<file path="config.mk">
export PLATFORM = sky130hd
export DESIGN_NAME = graphics_rle_decoder_unit_flat
export DESIGN_NICKNAME = d
export VERILOG_FILES = /design/src/rtl/core/grle_pkg.sv /design/src/rtl/core/grle_if.sv /design/src/rtl/core/grle_rem.sv /design/src/rtl/core/grle_dp.sv /design/src/rtl/core/grle_ctrl.sv /design/src/rtl/core/graphics_rle_decoder_unit.sv /design/src/flat_wrapper.sv
export SDC_FILE = /design/constraint.sdc
export NUM_CORES = 1
export LEC_CHECK = 0
export BUFFER_PORTS_ARGS = -buffer_cell sky130_fd_sc_hd__buf_2
export CELL_PAD_IN_SITES_DETAIL_PLACEMENT = 1
export CELL_PAD_IN_SITES_GLOBAL_PLACEMENT = 1
export CORE_AREA = 10 10 208 210
export DETAILED_ROUTE_END_ITERATION = 16
export DIE_AREA = 0 0 218 220
export PLACE_DENSITY_LB_ADDON = 0.1
export SYNTH_ARGS = -nofsm -noshare
export SYNTH_HDL_FRONTEND = slang
export SYNTH_SLANG_ARGS = --single-unit
export TNS_END_PERCENT = 1
</file>
<file path="constraint.sdc">
create_clock -name clk -period 8.9 [get_ports clk]
set_clock_uncertainty 0.05 [all_clocks]
set_input_delay 0.89 -clock clk [delete_from_list [all_inputs] [get_ports clk]]
set_output_delay 0.89 -clock clk [all_outputs]
set_load 0.02 [all_outputs]
</file>
<file path="src/rtl/core/grle_pkg.sv">
// ----------------------------------------------------------------------------
// grle_pkg
// Shared types and constants of the graphics run-length decoder: status
// codes, flag byte fields and the command and status groups that join the
// controller and the datapath.
// ----------------------------------------------------------------------------
package grle_pkg;

  localparam int unsigned ByteW   = 8;
  localparam int unsigned DimW    = 16;
  localparam int unsigned RunW    = 14;
  localparam int unsigned TotalW  = 32;
  localparam int unsigned StatusW = 3;

  // Flags byte fields
  localparam logic [ByteW-1:0] FlagLenMask  = 8'h3F;
  localparam logic [ByteW-1:0] FlagLowByte  = 8'h40;
  localparam logic [ByteW-1:0] FlagColor    = 8'h80;
  localparam logic [ByteW-1:0] EscapeByte   = 8'h00;

  typedef enum logic [StatusW-1:0] {
    ST_OK         = 3'd0,
    ST_MISALIGNED = 3'd1,
    ST_TOO_FEW    = 3'd2,
    ST_TOO_MANY   = 3'd3,
    ST_TRUNCATED  = 3'd4
  } status_t;

  // Controller to datapath
  typedef struct packed {
    logic accept;     // take the input word this cycle
    logic div_start;  // launch the line-end remainder check
    logic load_out;   // move the held result into the output register
    logic clear;      // return decode state to its reset value
  } grle_cmd_t;

  // Datapath to controller
  typedef struct packed {
    logic result_in;    // the offered word yields a result
    logic line_end_in;  // that result is an end of line
    logic div_busy;     // remainder unit still iterating
    logic out_free;     // output register can take a result
    logic hold_last;    // held result closes the picture
  } grle_sts_t;

endpackage

</file>
<file path="src/rtl/core/grle_if.sv">
// ----------------------------------------------------------------------------
// grle_in_if / grle_out_if
// Valid/ready channels of the decoder: coded byte input and decoded run
// output.
// ----------------------------------------------------------------------------
interface grle_in_if;
  logic       valid;
  logic       ready;
  logic [7:0] data_byte;
  logic       last_byte;

  modport source (output valid, output data_byte, output last_byte, input ready);
  modport sink   (input valid, input data_byte, input last_byte, output ready);
endinterface

interface grle_out_if;
  logic        valid;
  logic        ready;
  logic [7:0]  color_index;
  logic [13:0] run_length;
  logic        line_end;
  logic        final_result;
  logic [2:0]  status;

  modport source (output valid, output color_index, output run_length, output line_end,
                  output final_result, output status, input ready);
  modport sink   (input valid, input color_index, input run_length, input line_end,
                  input final_result, input status, output ready);
endinterface

</file>
<file path="src/rtl/core/grle_rem.sv">
// ----------------------------------------------------------------------------
// grle_rem
// Iterative restoring remainder unit: pixel total modulo image width, one
// dividend bit per cycle.
// ----------------------------------------------------------------------------
module grle_rem
  import grle_pkg::*;
(
  input  logic              clk,
  input  logic              rst_n,
  input  logic              start,
  input  logic [TotalW-1:0] dividend,
  input  logic [DimW-1:0]   divisor,
  output logic              busy,
  output logic              rem_zero
);

  localparam int unsigned CntW = $clog2(TotalW);

  logic [TotalW-1:0] quo_r;
  logic [DimW-1:0]   rem_r;
  logic [DimW-1:0]   div_r;
  logic [CntW-1:0]   cnt_r;
  logic              busy_r;
  logic [DimW:0]     shifted;
  logic [DimW:0]     diff;

  // Shift in the next dividend bit and try a subtract
  always_comb begin
    shifted = {rem_r, quo_r[TotalW-1]};
    diff    = shifted - {1'b0, div_r};
  end

  always_ff @(posedge clk) begin
    if (!rst_n) begin
      busy_r <= 1'b0;
      cnt_r  <= '0;
    end else if (start) begin
      busy_r <= 1'b1;
      cnt_r  <= '0;
      quo_r  <= dividend;
      rem_r  <= '0;
      div_r  <= divisor;
    end else if (busy_r) begin
      quo_r <= {quo_r[TotalW-2:0], 1'b0};
      if (shifted >= {1'b0, div_r}) begin
        rem_r <= diff[DimW-1:0];
      end else begin
        rem_r <= shifted[DimW-1:0];
      end
      cnt_r <= cnt_r + 1'b1;
      if (cnt_r == CntW'(TotalW - 1)) begin
        busy_r <= 1'b0;
      end
    end
  end

  assign busy     = busy_r;
  assign rem_zero = (rem_r == '0);

endmodule

</file>
<file path="src/rtl/core/grle_dp.sv">
// ----------------------------------------------------------------------------
// grle_dp
// Decoder datapath: header and code parsing, pixel total, expected count,
// held result, status and the output register.
// ----------------------------------------------------------------------------
module grle_dp
  import grle_pkg::*;
(
  input  logic             clk,
  input  logic             rst_n,
  input  grle_cmd_t        cmd,
  output grle_sts_t        sts,
  input  logic [ByteW-1:0] data_byte,
  input  logic             last_byte,
  grle_out_if.source       out_stream
);

  typedef enum logic [2:0] {
    PH_WIDTH_HI, PH_WIDTH_LO, PH_HEIGHT_HI, PH_HEIGHT_LO,
    PH_CODE, PH_FLAGS, PH_LEN_LO, PH_COLOR
  } phase_t;

  phase_t            phase_r, phase_nxt;
  logic [DimW-1:0]   width_r, width_nxt;
  logic [DimW-1:0]   height_r, height_nxt;
  logic [RunW-1:0]   pend_r, pend_nxt;
  logic              cf_r, cf_nxt;
  logic [TotalW-1:0] total_r, total_nxt;
  logic [TotalW-1:0] product_r;
  logic [TotalW:0]   total_sum;

  logic              done;
  logic [ByteW-1:0]  color;
  logic [RunW-1:0]   run;

  logic [ByteW-1:0]  hold_color_r;
  logic [RunW-1:0]   hold_run_r;
  logic              hold_le_r;
  logic              hold_last_r;
  logic              hold_trunc_r;

  logic              out_valid_r;
  logic [ByteW-1:0]  out_color_r;
  logic [RunW-1:0]   out_run_r;
  logic              out_le_r;
  logic              out_final_r;
  status_t           out_status_r;
  status_t           status_nxt;

  logic              div_busy;
  logic              rem_zero;
  logic              aligned;

  // Decode one byte against the current phase
  always_comb begin
    phase_nxt  = phase_r;
    width_nxt  = width_r;
    height_nxt = height_r;
    pend_nxt   = pend_r;
    cf_nxt     = cf_r;
    done       = 1'b0;
    color      = '0;
    run        = '0;
    unique case (phase_r)
      PH_WIDTH_HI: begin
        width_nxt = {data_byte, 8'h00};
        phase_nxt = PH_WIDTH_LO;
      end
      PH_WIDTH_LO: begin
        width_nxt = {width_r[DimW-1:ByteW], data_byte};
        phase_nxt = PH_HEIGHT_HI;
      end
      PH_HEIGHT_HI: begin
        height_nxt = {data_byte, 8'h00};
        phase_nxt  = PH_HEIGHT_LO;
      end
      PH_HEIGHT_LO: begin
        height_nxt = {height_r[DimW-1:ByteW], data_byte};
        phase_nxt  = PH_CODE;
      end
      PH_CODE: begin
        if (data_byte != EscapeByte) begin
          color = data_byte;
          run   = RunW'(1);
          done  = 1'b1;
        end else begin
          phase_nxt = PH_FLAGS;
        end
      end
      PH_FLAGS: begin
        pend_nxt = RunW'(data_byte & FlagLenMask);
        cf_nxt   = (data_byte & FlagColor) != '0;
        priority if ((data_byte & FlagLowByte) != '0) begin
          phase_nxt = PH_LEN_LO;
        end else if ((data_byte & FlagColor) != '0) begin
          phase_nxt = PH_COLOR;
        end else begin
          run  = RunW'(data_byte & FlagLenMask);
          done = 1'b1;
        end
      end
      PH_LEN_LO: begin
        pend_nxt = {pend_r[RunW-ByteW-1:0], data_byte};
        if (cf_r) begin
          phase_nxt = PH_COLOR;
        end else begin
          run  = {pend_r[RunW-ByteW-1:0], data_byte};
          done = 1'b1;
        end
      end
      PH_COLOR: begin
        color = data_byte;
        run   = pend_r;
        done  = 1'b1;
      end
      default: begin
        phase_nxt = PH_WIDTH_HI;
      end
    endcase
    if (done) begin
      phase_nxt = PH_CODE;
    end
  end

  // Saturating pixel total
  always_comb begin
    total_sum = {1'b0, total_r} + {{(TotalW + 1 - RunW){1'b0}}, run};
    if (done && run != '0) begin
      total_nxt = total_sum[TotalW] ? '1 : total_sum[TotalW-1:0];
    end else begin
      total_nxt = total_r;
    end
  end

  // Line end alignment and final status of the held result
  always_comb begin
    aligned = (width_r == '0) ? (total_r == '0) : rem_zero;
    priority if (hold_trunc_r) begin
      status_nxt = ST_TRUNCATED;
    end else if (hold_le_r && !aligned) begin
      status_nxt = ST_MISALIGNED;
    end else if (hold_last_r && total_r < product_r) begin
      status_nxt = ST_TOO_FEW;
    end else if (hold_last_r && total_r > product_r) begin
      status_nxt = ST_TOO_MANY;
    end else begin
      status_nxt = ST_OK;
    end
  end

  // Decode state
  always_ff @(posedge clk) begin
    if (!rst_n || cmd.clear) begin
      phase_r  <= PH_WIDTH_HI;
      width_r  <= '0;
      height_r <= '0;
      pend_r   <= '0;
      cf_r     <= 1'b0;
      total_r  <= '0;
    end else if (cmd.accept) begin
      phase_r  <= phase_nxt;
      width_r  <= width_nxt;
      height_r <= height_nxt;
      pend_r   <= pend_nxt;
      cf_r     <= cf_nxt;
      total_r  <= total_nxt;
    end
  end

  // Expected pixel count, registered from the header width and height
  always_ff @(posedge clk) begin
    product_r <= width_r * height_r;
  end

  // Hold the result of the accepted word
  always_ff @(posedge clk) begin
    if (cmd.accept) begin
      hold_last_r <= last_byte;
      if (last_byte && !done) begin
        hold_color_r <= '0;
        hold_run_r   <= '0;
        hold_le_r    <= 1'b0;
        hold_trunc_r <= 1'b1;
      end else begin
        hold_color_r <= color;
        hold_run_r   <= run;
        hold_le_r    <= done && (run == '0);
        hold_trunc_r <= 1'b0;
      end
    end
  end

  // Output register
  always_ff @(posedge clk) begin
    if (!rst_n) begin
      out_valid_r <= 1'b0;
    end else if (cmd.load_out) begin
      out_valid_r <= 1'b1;
    end else if (out_stream.ready) begin
      out_valid_r <= 1'b0;
    end
  end

  always_ff @(posedge clk) begin
    if (cmd.load_out) begin
      out_color_r  <= hold_color_r;
      out_run_r    <= hold_run_r;
      out_le_r     <= hold_le_r;
      out_final_r  <= hold_last_r;
      out_status_r <= status_nxt;
    end
  end

  grle_rem u_rem (
    .clk      (clk),
    .rst_n    (rst_n),
    .start    (cmd.div_start),
    .dividend (total_r),
    .divisor  (width_r),
    .busy     (div_busy),
    .rem_zero (rem_zero)
  );

  assign out_stream.valid        = out_valid_r;
  assign out_stream.color_index  = out_color_r;
  assign out_stream.run_length   = out_run_r;
  assign out_stream.line_end     = out_le_r;
  assign out_stream.final_result = out_final_r;
  assign out_stream.status       = out_status_r;

  assign sts.result_in   = done || last_byte;
  assign sts.line_end_in = done && (run == '0);
  assign sts.div_busy    = div_busy;
  assign sts.out_free    = !out_valid_r || out_stream.ready;
  assign sts.hold_last   = hold_last_r;

endmodule

</file>
<file path="src/rtl/core/grle_ctrl.sv">
// ----------------------------------------------------------------------------
// grle_ctrl
// Decoder controller: takes input words, waits on the remainder unit for
// line ends and hands results to the output register.
// ----------------------------------------------------------------------------
module grle_ctrl
  import grle_pkg::*;
(
  input  logic      clk,
  input  logic      rst_n,
  input  logic      in_valid,
  output logic      in_ready,
  input  grle_sts_t sts,
  output grle_cmd_t cmd
);

  typedef enum logic [1:0] {
    S_IDLE, S_DIV, S_EMIT
  } state_t;

  state_t state_r;

  // Commands
  always_comb begin
    cmd.accept    = (state_r == S_IDLE) && in_valid;
    cmd.div_start = cmd.accept && sts.line_end_in;
    cmd.load_out  = (state_r == S_EMIT) && sts.out_free;
    cmd.clear     = cmd.load_out && sts.hold_last;
  end

  assign in_ready = (state_r == S_IDLE);

  // Sequence
  always_ff @(posedge clk) begin
    if (!rst_n) begin
      state_r <= S_IDLE;
    end else begin
      unique case (state_r)
        S_IDLE: begin
          if (cmd.accept) begin
            priority if (sts.line_end_in) begin
              state_r <= S_DIV;
            end else if (sts.result_in) begin
              state_r <= S_EMIT;
            end
          end
        end
        S_DIV: begin
          if (!sts.div_busy) begin
            state_r <= S_EMIT;
          end
        end
        S_EMIT: begin
          if (sts.out_free) begin
            state_r <= S_IDLE;
          end
        end
        default: begin
          state_r <= S_IDLE;
        end
      endcase
    end
  end

endmodule

</file>
<file path="src/rtl/core/graphics_rle_decoder_unit.sv">
// ----------------------------------------------------------------------------
// graphics_rle_decoder_unit
// Run-length decoder for graphics object pictures: header, runs and count
// checks, one result word per completed code or truncated final byte.
// ----------------------------------------------------------------------------
// A header byte or a code byte that completes no run is only taken. A byte
// that completes a run is taken, then loaded into the output register once
// it is free; the register then holds the word while the next byte comes in.
// An end-of-line code also waits on the remainder unit, which checks line
// alignment one bit of the 32-bit pixel total per cycle. Errors
// are reported in the status field and decoding continues; after the final
// byte the decoder expects a new header.
module graphics_rle_decoder_unit
  import grle_pkg::*;
(
  input  logic       clk,
  input  logic       rst_n,
  grle_in_if.sink    in_stream,
  grle_out_if.source out_stream
);

  grle_cmd_t cmd;
  grle_sts_t sts;
  logic      in_ready;

  grle_ctrl u_ctrl (
    .clk      (clk),
    .rst_n    (rst_n),
    .in_valid (in_stream.valid),
    .in_ready (in_ready),
    .sts      (sts),
    .cmd      (cmd)
  );

  grle_dp u_dp (
    .clk        (clk),
    .rst_n      (rst_n),
    .cmd        (cmd),
    .sts        (sts),
    .data_byte  (in_stream.data_byte),
    .last_byte  (in_stream.last_byte),
    .out_stream (out_stream)
  );

  assign in_stream.ready = in_ready;

  // Never load over a word that is still waiting
  a_load_free: assert property (@(posedge clk) disable iff (!rst_n)
    cmd.load_out |-> sts.out_free)
    else $error("output register overwritten");

  // A word that yields a result closes the input until it is loaded into the output register
  a_result_stalls: assert property (@(posedge clk) disable iff (!rst_n)
    (cmd.accept && sts.result_in) |=> !in_stream.ready)
    else $error("input taken while a result is pending");

  // A line end keeps the remainder unit busy on the next cycle
  a_div_runs: assert property (@(posedge clk) disable iff (!rst_n)
    cmd.div_start |=> sts.div_busy)
    else $error("remainder unit did not start");

endmodule
</file>
<file path="src/flat_wrapper.sv">
// flat-port wrapper written by rule: the top's interface ports become plain ports
module graphics_rle_decoder_unit_flat import grle_pkg::*;
  (clk, rst_n, in_stream_valid, in_stream_data_byte, in_stream_last_byte, in_stream_ready, out_stream_valid, out_stream_color_index, out_stream_run_length, out_stream_line_end, out_stream_final_result, out_stream_status, out_stream_ready);
  grle_in_if in_stream_i ();
  grle_out_if out_stream_i ();
  input  logic clk;
  input  logic rst_n;
  input wire logic [$bits(in_stream_i.valid)-1:0] in_stream_valid;
  input wire logic [$bits(in_stream_i.data_byte)-1:0] in_stream_data_byte;
  input wire logic [$bits(in_stream_i.last_byte)-1:0] in_stream_last_byte;
  output wire logic [$bits(in_stream_i.ready)-1:0] in_stream_ready;
  output wire logic [$bits(out_stream_i.valid)-1:0] out_stream_valid;
  output wire logic [$bits(out_stream_i.color_index)-1:0] out_stream_color_index;
  output wire logic [$bits(out_stream_i.run_length)-1:0] out_stream_run_length;
  output wire logic [$bits(out_stream_i.line_end)-1:0] out_stream_line_end;
  output wire logic [$bits(out_stream_i.final_result)-1:0] out_stream_final_result;
  output wire logic [$bits(out_stream_i.status)-1:0] out_stream_status;
  input wire logic [$bits(out_stream_i.ready)-1:0] out_stream_ready;
  assign in_stream_i.valid = in_stream_valid;
  assign in_stream_i.data_byte = in_stream_data_byte;
  assign in_stream_i.last_byte = in_stream_last_byte;
  assign in_stream_ready = in_stream_i.ready;
  assign out_stream_valid = out_stream_i.valid;
  assign out_stream_color_index = out_stream_i.color_index;
  assign out_stream_run_length = out_stream_i.run_length;
  assign out_stream_line_end = out_stream_i.line_end;
  assign out_stream_final_result = out_stream_i.final_result;
  assign out_stream_status = out_stream_i.status;
  assign out_stream_i.ready = out_stream_ready;
  graphics_rle_decoder_unit u_core (.clk(clk), .rst_n(rst_n), .in_stream(in_stream_i), .out_stream(out_stream_i));
endmodule
</file>
==> results_dict.tcl <==
set metrics [dict create \
    outcome "finished clean" \
    top_level_ports 42 \
    ys.warnings.count 0 \
    synthArstFlopShare_pct 0 \
    cts-resized-gates 0 \
    place.gp.congestion 0.8738 \
    finalSetupViolations 0 \
    grt_antenna_before_repair 1 \
    hold_path_end "u_core.u_dp.out_stream.run_length[4]$_DFFE_PP_" \
    fin_tns_setup_ps 0 \
    synthAdderAreaFrac_pct 30.50 \
    max_freq_ghz 0.1443 \
    hold_buffers 0 \
    drc 0 \
    design.core.area_um2 39280 \
    htreeDepth 1 \
    drt_wl_total_um 53520 \
    hold_path_class "reg -> reg" \
    dp_hpwl_um 40260 \
    wire_per_inst_um 20.35 \
    die_y_um 220 \
    cp_cell_sequence "nand2_1 > fa_1 > inv_1 > fa_1 > inv_1 > fa_1 > inv_1 > fa_1 > fa_1 > inv_1 > fa_1 > inv_1 > ha_1 > a211oi_1 > nor2_1 > a222oi_1 > o21ai_1 > o41ai_2 > o31ai_1 > o41ai_2 > xnor2_1" \
    row_count 73 \
    finalHoldViolCount 0 \
    syn_nets 2475 \
    avgSynthCellArea_um2 9.418 \
    synth-seq-area-share_pct 30.09 \
    drtIter0Drc 911 \
    grtUsageTotal_pct 22.80 \
    p_seq_share_pct 48.9 \
    ant_nets 0 \
    via_per_inst 5.675 \
    cp.required_ps 9330 \
    synthSimpleGateAreaFrac_pct 17.28 \
    tightest_slew_ps 1136 \
    cp_slowest_cell "dfxtp_1" \
    power_frac_comb_pct 4.4 \
    power_switching_mw 0.5740 \
    grt_pass1_vias 16190 \
    dr.pass1.iters 5 \
    synth_edf_count 116 \
    critPathArrivalTime_ps 7360 \
    slew_headroom_pct 24.18 \
    stdcell_count 2630 \
    intPower_mw 1.871 \
    netlist_instances 2098 \
    drive_above_1_share_pct 5.703 \
    netSwitchingFraction_pct 23.48 \
    synth_compound_area_share_pct 11.05 \
    synth_top_family_by_area "adder cells" \
    r2r_end "u_core.u_dp.product_r[29]$_DFF_P_" \
    rsz0062_at_grt "no" \
    grt_pass1_wl_um 87520 \
    syn_area_um2 19760 \
    finalCriticalPeriod_ps 6932 \
    ys_ff_latch 239 \
    clock-sinks 239 \
    vias 14920 \
    cts_made_buffers 26 \
    cp-start-kind "flop" \
    die_w_um 218 \
    grt_overflow 0 \
    layout_common_cells "nand2_1, inv_1, fa_1" \
    cp_max_fo 19 \
    pwr-share-clk_pct 46.7 \
    clkLatencyLatePin_ps 550 \
    ir_worst_vdd_mv 0.1235 \
    drv_cap 0 \
    cts_setup_buffers 0 \
    slew_viol_final 0 \
    grt_start_max_net_pins 66 \
    cp-end-kind "flop" \
    p_leak_nw 9.698 \
    io_buffers 41 \
    synthDistinctLibCells 74 \
    final_nets 2461 \
    crit_type "reg -> reg" \
    ys.flop_type "dfxtp_1" \
    synth-xor-area-share_pct 2.704 \
    slowest_delay_ps 830 \
    p_total_mw 2.445 \
    reg2reg_from "u_core.u_dp.width_r[5]$_SDFFE_PP0P_" \
    dieArea_um2 47960 \
    fin_util_pct 54.03 \
    layout_commonest_cell "nand2_1" \
    muxShareOfSynthArea_pct 0.8105 \
    place_inst 2581 \
    cts_tree "done" \
    start_util_pct 50.31 \
    ctsLongestPathBuffers 3 \
    root_buffer "clkbuf_16" \
    r2r_slack_ps 1970 \
    hold_start "u_core.u_dp.hold_run_r[4]$_SDFFCE_PP0P_" \
    holdPathStages 0 \
    clkTransAtPathRegs_ps 60 \
    area_delta_synth_final_pct 7.390 \
    p_per_area_nw_per_um2 115.2 \
    post-route-period-util_pct 77.89 \
    ff2ff_path_depth 21 \
    crit_top_cell "fa_1" \
]
==> power by group through the flow <==
stage	sequential, mW	clock [mW]	combinational [mW]
after floorplan	1.20	0	0.0727
after global placement	1.22	0	0.103
after detailed placement	1.22	0	0.106
after CTS	1.20	1.16	0.107
after global routing	1.20	1.20	0.118
final	1.20	1.14	0.108
==> cells in the mapped netlist (4+ instances only) <==
library cell  instances  area (µm²)
o211ai_1              8       60.06
or3_1                 8       50.05
a211o_1               4       35.03
a31oi_1              24       150.1
a211oi_1             14       105.1
nor4b_1               4       35.03
nor2_1              109       409.1
a22o_1               10       87.58
xor2_1               20       175.2
a22oi_1              33       247.7
buf_6                 4       45.04
nand3_1              25       125.1
nor3_1               19       95.09
and3_1               24       150.1
a21oi_1              79       395.4
nand4_1              12       75.07
and4_1                5       43.79
nor3b_1               4       30.03
a21o_1               29       217.7
o21ai_0              65       325.3
nor2b_1              16       100.1
o31ai_1               5       37.54
o21a_1               15       112.6
nand2b_1             12       75.07
a221oi_1              5       43.79
inv_1               291        1092
edfxtp_1            116        3483
xnor2_1              41       359.1
buf_1                 5       18.77
buf_2                10       50.05
clkbuf_1             73       274.0
fa_1                196        3924
mux2i_1              16       160.2
nor4_1               17       106.4
dfxtp_1             123        2462
or2_2                 4       25.02
nand2_1             297        1115
and2_1              130       813.3
ha_1                168        2102
==> layer usage <==
layer  vias to the layer above  routed length, µm  track usage (%)
met2                       286              26830            39.87
met5                         -                  0                0
met1                      7652              23080            28.98
li1                       6912                  -                -
met4                         0               1495            7.336
met3                        74               2105            2.537
==> worst max path at each step <==
| stage | start | end | slack (ps) |
|---|---|---|---|
| finish | u_core.u_dp.width_r[5]$_SDFFE_PP0P_ | u_core.u_dp.product_r[29]$_DFF_P_ | 1970 |
| global route | u_core.u_dp.width_r[5]$_SDFFE_PP0P_ | u_core.u_dp.product_r[29]$_DFF_P_ | 1640 |
| CTS | u_core.u_dp.width_r[5]$_SDFFE_PP0P_ | u_core.u_dp.product_r[29]$_DFF_P_ | 1940 |
| detailed placement | u_core.u_dp.width_r[5]$_SDFFE_PP0P_ | u_core.u_dp.product_r[29]$_DFF_P_ | 1970 |
| global placement | u_core.u_dp.width_r[5]$_SDFFE_PP0P_ | u_core.u_dp.product_r[29]$_DFF_P_ | 2180 |
| floorplan | u_core.u_dp.height_r[9]$_SDFFE_PP0P_ | u_core.u_dp.product_r[29]$_DFF_P_ | 2660 |
==> flip-flops by register name, indices dropped and copies added (netlist names), 5 cells and up <==
register and flops:
u_core.u_dp.hold_color_r 8, u_core.u_dp.product_r 32, u_core.u_dp.hold_run_r 14, u_core.u_dp.pend_r 14
u_core.u_dp.width_r 16, u_core.u_dp.total_r 32, u_core.u_dp.out_stream.color_index 8, u_core.u_dp.u_rem.rem_r 16
u_core.u_dp.out_stream.run_length 14, u_core.u_dp.u_rem.quo_r 32, u_core.u_dp.u_rem.div_r 16, u_core.u_dp.u_rem.cnt_r 5
u_core.u_dp.height_r 16
==> critical path, delay by kind of cell (launching register included) <==
family | cells | cell delay [ps]
adder cells (fa/ha/maj) | 7 | 3490
AO/OA/AOI/OAI | 6 | 1820
flip-flops | 1 | 830
AND/OR/NAND/NOR | 2 | 280
buffers and inverters | 5 | 260
XOR/XNOR | 1 | 150
==> area by class of cell <==
class | count | area [µm²]
repair buffers | 52 | 287.8
flip-flops and latches | 239 | 5946
clock buffers | 32 | 735.7
well taps | 525 | 656.9
inverters | 291 | 1092
multi-input cells | 1474 | 12330
diodes | 1 | 2.502
fillers | 4445 | 18060
clock inverters | 16 | 166.4
==> cell families (layout without fill, tap and decap cells) <==
kind of cell               count (synthesis)  after routing
AOI/OAI and AO/OA                        330            330
xor gates and xnor gates                  61             61
adders and majority gates                364            364
buffers and inverters                    385            391
DFF                                      239            239
muxes                                     16             16
other                                      0              1
and+or+nand+nor                          703            703
==> per-stage QoR <==
stage	setup slack (ps)	hold WS (ps)	area, µm²
2_1_floorplan	2663	350.3	19760
3_3_place_gp	2178	350.8	20310
3_5_place_dp	1968	356.2	20310
4_1_cts	1944	370.0	21220
5_1_grt	1640	383.3	21220
6_report	1968	369.5	21220
No activity file was read; power rests on OpenSTA's default activity.
